===== src/rtl/osq_pkg.sv =====
`default_nettype none
// ----------------------------------------------------------------------------
// osq_pkg
// Types and constants for the omega-squared to motor PWM duty block.
// ----------------------------------------------------------------------------
package osq_pkg;

    localparam int W_DEM   = 24;
    localparam int W_OSQ   = 23;
    localparam int W_THR   = 10;
    localparam int W_CMD   = 2;
    localparam int W_CIDX  = 3;
    localparam int W_CDATA = 23;
    localparam int N_MOT   = 4;
    localparam int W_MOT   = 2;

    localparam int W_RAD   = 44;
    localparam int W_ROOT  = 22;
    localparam int W_REM   = 23;
    localparam int W_NUM   = 32;
    localparam int W_DEN   = 22;
    localparam int W_CNT   = 5;

    localparam logic [W_CNT-1:0] SQ_LAST  = W_CNT'(W_ROOT - 1);
    localparam logic [W_CNT-1:0] DIV_LAST = W_CNT'(W_NUM - 1);

    localparam logic [19:0]      SQ_SCALE = 20'd1000000;
    localparam logic [W_THR-1:0] THR_TOP  = 10'd1000;
    localparam logic [W_DEN-1:0] DUTY_DEN = 22'd1000;

    localparam logic [W_CMD-1:0] CMD_SET    = 2'd0;
    localparam logic [W_CMD-1:0] CMD_ARM    = 2'd1;
    localparam logic [W_CMD-1:0] CMD_DISARM = 2'd2;

    localparam logic [W_CIDX-1:0] CFG_FLOOR   = 3'd0;
    localparam logic [W_CIDX-1:0] CFG_CEILING = 3'd1;
    localparam logic [W_CIDX-1:0] CFG_OSQ_LOW = 3'd2;
    localparam logic [W_CIDX-1:0] CFG_OSQ_HI  = 3'd3;
    localparam logic [W_CIDX-1:0] CFG_IDLE    = 3'd4;

    typedef enum logic [3:0] {
        S_IDLE,
        S_SQ_LD,
        S_SQRT,
        S_MUL,
        S_DIV,
        S_CLAMP,
        S_DUTY_MUL,
        S_DUTY_ST,
        S_OUT
    } t_state;

    typedef enum logic [1:0] {
        SRC_LO,
        SRC_HI,
        SRC_DEM
    } t_sq_src;

endpackage
`default_nettype wire


===== src/rtl/omega_sq_to_motor_pwm.sv =====
`default_nettype none
// ----------------------------------------------------------------------------
// omega_sq_to_motor_pwm
// Four-rotor omega-squared demand to ESC PWM duty converter.
// ----------------------------------------------------------------------------
// One item is in work at a time. For a set command, the scaled roots of
// both range ends and of each demand come from a bit-serial square root
// unit (one root bit per cycle), and each motor then runs through one
// shared restoring divider (one quotient bit per cycle), once for the duty
// and, unless both range roots are equal, once for the range mapping.
// An arm command takes one divider pass, a disarm or an unknown command
// none. A new item is taken while the previous result still waits on
// the output register.
module omega_sq_to_motor_pwm #(
    parameter int unsigned PWM_MAX = 1023
) (
    input  wire logic                              i_clk,
    input  wire logic                              i_rst_n,
    // config write channel
    input  wire logic                              i_cfg_valid,
    output logic                                   o_cfg_ready,
    input  wire logic [osq_pkg::W_CIDX-1:0]        i_cfg_index,
    input  wire logic [osq_pkg::W_CDATA-1:0]       i_cfg_data,
    // input stream
    input  wire logic                              i_s_axis_tvalid,
    output logic                                   o_s_axis_tready,
    // demand_a, demand_b, demand_c, demand_d
    input  wire logic [4*osq_pkg::W_DEM-1:0]       i_s_axis_tdata,
    // cmd
    input  wire logic [osq_pkg::W_CMD-1:0]         i_s_axis_tuser,
    // result stream
    output logic                                   o_m_axis_tvalid,
    input  wire logic                              i_m_axis_tready,
    // duty_a, duty_b, duty_c, duty_d
    output logic [4*osq_pkg::W_THR-1:0]            o_m_axis_tdata,
    // is_armed
    output logic                                   o_m_axis_tuser
);
    import osq_pkg::*;

    localparam logic [15:0] PWM_K = 16'(PWM_MAX);

    logic [W_THR-1:0]  r_floor;
    logic [W_THR-1:0]  r_ceiling;
    logic [W_OSQ-1:0]  r_osq_low;
    logic [W_OSQ-1:0]  r_osq_high;
    logic [W_THR-1:0]  r_idle;

    t_state            r_state,    n_state;
    t_sq_src           r_sq_sel,   n_sq_sel;
    logic [W_CMD-1:0]  r_cmd,      n_cmd;
    logic [W_DEM-1:0]  r_dem [N_MOT];
    logic [W_DEM-1:0]  n_dem [N_MOT];
    logic [W_MOT-1:0]  r_motor,    n_motor;
    logic [W_CNT-1:0]  r_cnt,      n_cnt;
    logic [W_RAD-1:0]  r_rad,      n_rad;
    logic [W_ROOT-1:0] r_root,     n_root;
    logic [W_REM-1:0]  r_rem,      n_rem;
    logic [W_ROOT-1:0] r_in_lo,    n_in_lo;
    logic [W_ROOT-1:0] r_in_hi,    n_in_hi;
    logic [W_ROOT-1:0] r_x,        n_x;
    logic [W_NUM-1:0]  r_num,      n_num;
    logic [W_DEN-1:0]  r_den,      n_den;
    logic [W_DEN-1:0]  r_drem,     n_drem;
    logic              r_neg,      n_neg;
    logic              r_div_duty, n_div_duty;
    logic [W_THR-1:0]  r_thr,      n_thr;
    logic [W_THR-1:0]  r_duty [N_MOT];
    logic [W_THR-1:0]  n_duty [N_MOT];
    logic              r_armed,    n_armed;
    logic              r_out_valid, n_out_valid;
    logic [4*W_THR-1:0] r_out_data, n_out_data;
    logic              r_out_armed, n_out_armed;

    logic [W_THR-1:0]  lo_t;
    logic [W_THR-1:0]  hi_sat;
    logic [W_THR-1:0]  hi_t;
    logic [W_THR-1:0]  rng;
    logic [W_THR-1:0]  idle_t;
    logic [W_DEM-1:0]  dem_sel;
    logic [W_OSQ-1:0]  sq_src;
    logic [W_REM+1:0]  sq_shift;
    logic [W_REM+2:0]  sq_trial;
    logic [W_DEN:0]    dv_shift;
    logic [W_DEN+1:0]  dv_trial;
    logic [W_ROOT:0]   x_diff;
    logic [W_ROOT:0]   r_diff;
    logic [W_ROOT-1:0] x_mag;
    logic [W_ROOT-1:0] d_mag;
    logic              q_big;
    logic              s_acc;
    logic              m_acc;

    assign o_cfg_ready     = 1'b1;
    assign o_s_axis_tready = (r_state == S_IDLE);
    assign o_m_axis_tvalid = r_out_valid;
    assign o_m_axis_tdata  = r_out_data;
    assign o_m_axis_tuser  = r_out_armed;
    assign s_acc = i_s_axis_tvalid && o_s_axis_tready;
    assign m_acc = r_out_valid && i_m_axis_tready;

    always_ff @(posedge i_clk) begin
        if (!i_rst_n) begin
            r_floor    <= '0;
            r_ceiling  <= THR_TOP;
            r_osq_low  <= '0;
            r_osq_high <= W_OSQ'(10000);
            r_idle     <= W_THR'(50);
        end else if (i_cfg_valid && o_cfg_ready) begin
            case (i_cfg_index)
                CFG_FLOOR:   r_floor    <= i_cfg_data[W_THR-1:0];
                CFG_CEILING: r_ceiling  <= i_cfg_data[W_THR-1:0];
                CFG_OSQ_LOW: r_osq_low  <= i_cfg_data[W_OSQ-1:0];
                CFG_OSQ_HI:  r_osq_high <= i_cfg_data[W_OSQ-1:0];
                CFG_IDLE:    r_idle     <= i_cfg_data[W_THR-1:0];
                default: ;
            endcase
        end
    end

    always_comb begin
        lo_t   = (r_floor > THR_TOP) ? THR_TOP : r_floor;
        hi_sat = (r_ceiling > THR_TOP) ? THR_TOP : r_ceiling;
        hi_t   = (hi_sat < lo_t) ? lo_t : hi_sat;
        rng    = hi_t - lo_t;
        idle_t = (r_idle > THR_TOP) ? THR_TOP : r_idle;

        dem_sel = r_dem[r_motor];
        case (r_sq_sel)
            SRC_LO:  sq_src = r_osq_low;
            SRC_HI:  sq_src = r_osq_high;
            default: sq_src = dem_sel[W_DEM-1] ? '0 : dem_sel[W_OSQ-1:0];
        endcase

        sq_shift = {r_rem, r_rad[W_RAD-1 -: 2]};
        sq_trial = {1'b0, sq_shift} - {2'b00, r_root, 2'b01};

        dv_shift = {r_drem, r_num[W_NUM-1]};
        dv_trial = {1'b0, dv_shift} - {2'b00, r_den};

        x_diff = {1'b0, r_x} - {1'b0, r_in_lo};
        r_diff = {1'b0, r_in_hi} - {1'b0, r_in_lo};
        x_mag  = x_diff[W_ROOT] ? W_ROOT'(-x_diff) : x_diff[W_ROOT-1:0];
        d_mag  = r_diff[W_ROOT] ? W_ROOT'(-r_diff) : r_diff[W_ROOT-1:0];

        q_big = (|r_num[W_NUM-1:W_THR]) || (r_num[W_THR-1:0] > rng);
    end

    always_comb begin
        n_state     = r_state;
        n_sq_sel    = r_sq_sel;
        n_cmd       = r_cmd;
        n_dem       = r_dem;
        n_motor     = r_motor;
        n_cnt       = r_cnt;
        n_rad       = r_rad;
        n_root      = r_root;
        n_rem       = r_rem;
        n_in_lo     = r_in_lo;
        n_in_hi     = r_in_hi;
        n_x         = r_x;
        n_num       = r_num;
        n_den       = r_den;
        n_drem      = r_drem;
        n_neg       = r_neg;
        n_div_duty  = r_div_duty;
        n_thr       = r_thr;
        n_duty      = r_duty;
        n_armed     = r_armed;
        n_out_valid = m_acc ? 1'b0 : r_out_valid;
        n_out_data  = r_out_data;
        n_out_armed = r_out_armed;

        case (r_state)
            S_IDLE: begin
                if (s_acc) begin
                    n_cmd = i_s_axis_tuser;
                    for (int i = 0; i < N_MOT; i++) begin
                        n_dem[i] = i_s_axis_tdata[i*W_DEM +: W_DEM];
                    end
                    case (i_s_axis_tuser)
                        CMD_SET: begin
                            n_sq_sel = SRC_LO;
                            n_motor  = '0;
                            n_state  = S_SQ_LD;
                        end
                        CMD_ARM: begin
                            n_thr   = idle_t;
                            n_state = S_DUTY_MUL;
                        end
                        CMD_DISARM: begin
                            for (int i = 0; i < N_MOT; i++) begin
                                n_duty[i] = '0;
                            end
                            n_armed = 1'b0;
                            n_state = S_OUT;
                        end
                        default: n_state = S_OUT;
                    endcase
                end
            end
            S_SQ_LD: begin
                n_rad   = W_RAD'(sq_src) * W_RAD'(SQ_SCALE);
                n_root  = '0;
                n_rem   = '0;
                n_cnt   = '0;
                n_state = S_SQRT;
            end
            S_SQRT: begin
                n_rad = {r_rad[W_RAD-3:0], 2'b00};
                if (!sq_trial[W_REM+2]) begin
                    n_rem  = sq_trial[W_REM-1:0];
                    n_root = {r_root[W_ROOT-2:0], 1'b1};
                end else begin
                    n_rem  = sq_shift[W_REM-1:0];
                    n_root = {r_root[W_ROOT-2:0], 1'b0};
                end
                n_cnt = r_cnt + 1'b1;
                if (r_cnt == SQ_LAST) begin
                    case (r_sq_sel)
                        SRC_LO: begin
                            n_in_lo  = n_root;
                            n_sq_sel = SRC_HI;
                            n_state  = S_SQ_LD;
                        end
                        SRC_HI: begin
                            n_in_hi  = n_root;
                            n_sq_sel = SRC_DEM;
                            n_state  = S_SQ_LD;
                        end
                        default: begin
                            n_x     = n_root;
                            n_state = S_MUL;
                        end
                    endcase
                end
            end
            S_MUL: begin
                n_num      = W_NUM'(x_mag) * W_NUM'(rng);
                n_den      = d_mag;
                n_neg      = x_diff[W_ROOT] ^ r_diff[W_ROOT];
                n_drem     = '0;
                n_cnt      = '0;
                n_div_duty = 1'b0;
                if (d_mag == '0) begin
                    n_thr   = lo_t;
                    n_state = S_DUTY_MUL;
                end else begin
                    n_state = S_DIV;
                end
            end
            S_DIV: begin
                if (!dv_trial[W_DEN+1]) begin
                    n_drem = dv_trial[W_DEN-1:0];
                    n_num  = {r_num[W_NUM-2:0], 1'b1};
                end else begin
                    n_drem = dv_shift[W_DEN-1:0];
                    n_num  = {r_num[W_NUM-2:0], 1'b0};
                end
                n_cnt = r_cnt + 1'b1;
                if (r_cnt == DIV_LAST) begin
                    n_state = r_div_duty ? S_DUTY_ST : S_CLAMP;
                end
            end
            S_CLAMP: begin
                if (r_neg) begin
                    n_thr = lo_t;
                end else if (q_big) begin
                    n_thr = hi_t;
                end else begin
                    n_thr = lo_t + r_num[W_THR-1:0];
                end
                n_state = S_DUTY_MUL;
            end
            S_DUTY_MUL: begin
                n_num      = W_NUM'(r_thr) * W_NUM'(PWM_K);
                n_den      = DUTY_DEN;
                n_drem     = '0;
                n_cnt      = '0;
                n_div_duty = 1'b1;
                n_state    = S_DIV;
            end
            S_DUTY_ST: begin
                if (r_cmd == CMD_ARM) begin
                    for (int i = 0; i < N_MOT; i++) begin
                        n_duty[i] = r_num[W_THR-1:0];
                    end
                    n_armed = 1'b1;
                    n_state = S_OUT;
                end else begin
                    if (r_armed) begin
                        n_duty[r_motor] = r_num[W_THR-1:0];
                    end
                    n_motor = r_motor + 1'b1;
                    n_state = (r_motor == W_MOT'(N_MOT - 1)) ? S_OUT : S_SQ_LD;
                end
            end
            S_OUT: begin
                if (!r_out_valid || i_m_axis_tready) begin
                    n_out_valid = 1'b1;
                    n_out_data  = {r_duty[3], r_duty[2], r_duty[1], r_duty[0]};
                    n_out_armed = r_armed;
                    n_state     = S_IDLE;
                end
            end
            default: n_state = S_IDLE;
        endcase
    end

    always_ff @(posedge i_clk) begin
        if (!i_rst_n) begin
            r_state     <= S_IDLE;
            r_armed     <= 1'b0;
            r_out_valid <= 1'b0;
            for (int i = 0; i < N_MOT; i++) begin
                r_duty[i] <= '0;
            end
        end else begin
            r_state     <= n_state;
            r_armed     <= n_armed;
            r_out_valid <= n_out_valid;
            r_duty      <= n_duty;
        end
    end

    always_ff @(posedge i_clk) begin
        r_sq_sel    <= n_sq_sel;
        r_cmd       <= n_cmd;
        r_dem       <= n_dem;
        r_motor     <= n_motor;
        r_cnt       <= n_cnt;
        r_rad       <= n_rad;
        r_root      <= n_root;
        r_rem       <= n_rem;
        r_in_lo     <= n_in_lo;
        r_in_hi     <= n_in_hi;
        r_x         <= n_x;
        r_num       <= n_num;
        r_den       <= n_den;
        r_drem      <= n_drem;
        r_neg       <= n_neg;
        r_div_duty  <= n_div_duty;
        r_thr       <= n_thr;
        r_out_data  <= n_out_data;
        r_out_armed <= n_out_armed;
    end

endmodule
`default_nettype wire


===== config.mk =====
export PLATFORM = sky130hd
export DESIGN_NAME = omega_sq_to_motor_pwm
export DESIGN_NICKNAME = d
export VERILOG_FILES = /design/src/rtl/osq_pkg.sv /design/src/rtl/omega_sq_to_motor_pwm.sv
export SDC_FILE = /design/constraint.sdc
export NUM_CORES = 2
export LEC_CHECK = 0
export BUFFER_PORTS_ARGS = -buffer_cell sky130_fd_sc_hd__clkbuf_2
export CORE_ASPECT_RATIO = 0.9
export CORE_MARGIN = 10
export CORE_UTILIZATION = 58
export DETAILED_ROUTE_END_ITERATION = 10
export HOLD_SLACK_MARGIN = 0.02
export PLACE_DENSITY_LB_ADDON = 0.2
export SYNTH_ARGS = -nofsm -noshare
export SYNTH_HDL_FRONTEND = slang
export SYNTH_SLANG_ARGS = --single-unit

===== constraint.sdc =====
create_clock -name i_clk -period 9.4 [get_ports i_clk]
set_input_delay 1.41 -clock i_clk [delete_from_list [all_inputs] [get_ports i_clk]]
set_output_delay 1.41 -clock i_clk [all_outputs]
set_load 0.01 [all_outputs]

==> flow_summary.json <==
{
  "outcome": "finished with violations",
  "violated_checks": "negative setup slack",
  "critical_path.most_common_cell": "sky130_fd_sc_hd__fa_1",
  "remaining_drc_errors": 0,
  "global_route.overflow_total": 0,
  "via_count": 31100,
  "synth.top_cells.by_count": "sky130_fd_sc_hd__inv_1 (514), sky130_fd_sc_hd__edfxtp_1 (385), sky130_fd_sc_hd__ha_1 (378)",
  "mappedNetlistArea_um2": 41120,
  "synthMostInstantiatedCell": "sky130_fd_sc_hd__inv_1",
  "synth.lib_cells_used.distinct": 101,
  "finalNetCount": 5252,
  "number_of_sinks_on_the_clock_net": 507,
  "final_cycle_utilization_of_the_critical_path_pct": 100.1,
  "synth_edf_count": 385,
  "timing.critical_path.slowest_stage_cell": "sky130_fd_sc_hd__fa_1",
  "cts_inserted_buffers": 53,
  "max_freq_mhz": 106.3,
  "route.antenna.remaining_nets": 0,
  "setup.worst_path.end_class": "register",
  "synthArstFlopShare_pct": 0,
  "skew_ns": 0.04659,
  "grt_max_degree": 82,
  "grt_antenna_before_repair": 1,
  "gpl.final_weighted_congestion": 0.9257,
  "maxCapViolations": 0,
  "synthToLayoutAreaGrowth_pct": 13.62,
  "floorplan.die.width_um": 300.7,
  "vias_in_the_first_global_route": 30870,
  "postSynthAreaPerCell_um2": 9.898,
  "layout_cells_sized_above_1_pct": 15.26,
  "synthDominantCellAreaShare_pct": 28.12,
  "die_area_um2": 81960,
  "htreeDepth": 2,
  "floorplan.rows": 92,
  "minimum_setup_slack_in_the_final_design_ns": -0.006153,
  "share_of_synthesized_area_occupied_by_flip_flops_and_latches_pct": 34.06,
  "worstSetupStartpointType": "register",
  "synth_register_bits": 507,
  "hold_violations": 0,
  "use_met3_pct": 3.146,
  "die_boundary_height_um": 272.6,
  "slowest_delay_ns": 0.56,
  "synth_largest_area_cell": "sky130_fd_sc_hd__edfxtp_1",
  "syn-instance-count": 4154,
  "cts_tree": "done",
  "drtIter0Drc": 2323,
  "min_path_type": "reg -> reg",
  "final.hold.worst_slack_ns": 0.4322,
  "worst_path_dominant_cell_family": "adder cells",
  "core_um2": 70100,
  "portBuffers": 171,
  "drt-vias-per-instance": 5.728,
  "cts_root_buf": "sky130_fd_sc_hd__clkbuf_16",
  "top_level_ports": 173,
  "crit_path_max_fanout": 5,
  "clkSlewWorstSetupHoldPaths_ns": 0.06,
  "global_route.usage.met1_pct": 32.40,
  "antenna_cells_inserted": 0,
  "post_synth_main_area_contributors": "sky130_fd_sc_hd__edfxtp_1 (28%), sky130_fd_sc_hd__fa_1 (15%), sky130_fd_sc_hd__ha_1 (12%)",
  "clock_latency_ns": 0.64,
  "gr-usage-all-layers_pct": 23.74,
  "synthesis.yosys.warnings": 0,
  "first_pass_grt_wire_length_um": 160100,
  "largest_buffer_count_on_any_clock_path": 3,
  "drtPass1Iterations": 6,
  "syn_nets": 4960,
  "timing.final.setup_violations": 1,
  "rsz0062_at_grt": "yes",
  "number_of_slew_limit_violations_in_the_final_report": 0,
  "wirelength_um": 99020,
  "route.detailed.wl_per_inst_um": 18.24,
  "finalWorstPathRequiredPeriod_ns": 9.406,
  "slew-limit-headroom_pct": 21.99,
  "hold_buffers": 0,
  "postSynth.topFlopCell": "sky130_fd_sc_hd__edfxtp_1",
  "worst_ep_arrival_time_ns": 9.78,
  "cp.required_ns": 9.77,
  "crit_path_kind": "reg -> reg",
  "grt-busiest-layer": "met2",
  "met2_usage_grt_pct": 39.63,
  "initial_core_util_pct": 58.65,
  "tightestPinTransition_ns": 1.168,
  "hpwlAfterDp_um": 75010,
  "critical_path.n_buffers_inverters": 7
}
## stage by stage
stage	cells	cell area [um2]	TNS (ns)	worst slack, ns	util [%]
6_report	5429	46720	-0.006153	-0.006153	66.64
3_5_place_dp	5293	44030	-5.887	-0.5693	62.81
5_1_grt	5429	46720	-4.594	-0.4542	66.64
2_1_floorplan	4154	41190	0	0.01391	-
3_3_place_gp	5293	44030	-2.386	-0.3073	62.81
4_1_cts	5410	46290	0	0.001462	66.03
## registers in the layout, indices dropped and copies added, names as in the netlist, 23 cells and up
signal and flops:
r_dem 96, o_m_axis_tdata 40, r_duty 40, r_rad 38, r_num 32, r_osq_high 23, r_osq_low 23, r_rem 23
## cell usage in the layout, fill, tap and decap left out, types with 51 or more instances in the layout
cell | Yosys | layout
sky130_fd_sc_hd__a21oi_1 | 264 | 253
sky130_fd_sc_hd__clkbuf_16 | 0 | 56
sky130_fd_sc_hd__nor2b_1 | 53 | 51
sky130_fd_sc_hd__buf_4 | 2 | 182
sky130_fd_sc_hd__nor3_1 | 63 | 59
sky130_fd_sc_hd__nand2_1 | 375 | 367
sky130_fd_sc_hd__o21ai_0 | 162 | 149
sky130_fd_sc_hd__nand3_1 | 68 | 65
sky130_fd_sc_hd__nand2b_1 | 84 | 83
sky130_fd_sc_hd__xor2_1 | 76 | 74
sky130_fd_sc_hd__dfxtp_1 | 122 | 121
sky130_fd_sc_hd__xnor2_1 | 108 | 103
sky130_fd_sc_hd__ha_1 | 378 | 364
sky130_fd_sc_hd__inv_1 | 514 | 493
sky130_fd_sc_hd__a21o_1 | 71 | 71
sky130_fd_sc_hd__edfxtp_1 | 385 | 385
sky130_fd_sc_hd__mux2i_1 | 56 | 55
sky130_fd_sc_hd__fa_1 | 299 | 294
sky130_fd_sc_hd__clkbuf_2 | 0 | 171
sky130_fd_sc_hd__nor2_1 | 374 | 362
## cell type report
cell class	count	area [um2]
clock buffer	75	1563
timing repair inverter	1	7.507
timing repair buffer	373	2482
clock inverter	23	183.9
multi-input combinational	2991	25350
tap	940	1176
fill	5382	23380
sequential	507	14000
inverter	519	1952
## repair_timing
action / 4_1_cts / 5_1_grt
setup endpoints to repair: 15 / 16
buffers inserted: 18 / 20
gates resized for setup: 72 / 81
pin swaps: 68 / 69
cloned: 1 / 0
## cell families after synthesis
family	share of synthesized area [%]
xor+xnor	4.157
other cells	0.009120
mux	3.006
simple gates	13.97
buf+inv	6.068
fa+ha+maj	26.06
compound gates	12.68
flops	34.06
## worst reg2reg max path, delay by kind of cell, from the launching register on
family          cells  cell delay (ns)
fa+ha+maj           8             3.42
mux                 1             0.22
simple gates        9             0.88
flops               1             0.32
xor+xnor            2             0.33
buf+inv             7             0.70
compound gates     18             3.27
## worst paths after layout
kind           startpoint           endpoint  slack [ns]  cells after the start
max          r_ceiling[2]          r_num[30]      -0.006                     45
min            r_duty[32]  o_m_axis_tdata[2]        0.43                      0
max reg2reg  r_ceiling[2]          r_num[30]      -0.006                     45
min reg2reg    r_duty[32]  o_m_axis_tdata[2]        0.43                      0
## per-layer routing
metal | vias up | share of wire (%)
li1 | 14890 | -
met1 | 15240 | 44
met2 | 810 | 48
met3 | 159 | 5.6
met4 | 2 | 2.4
met5 | - | 0.013
Power is not shown: default switching activity piles up to over one toggle a cycle in this logic, so the estimate is an artifact.
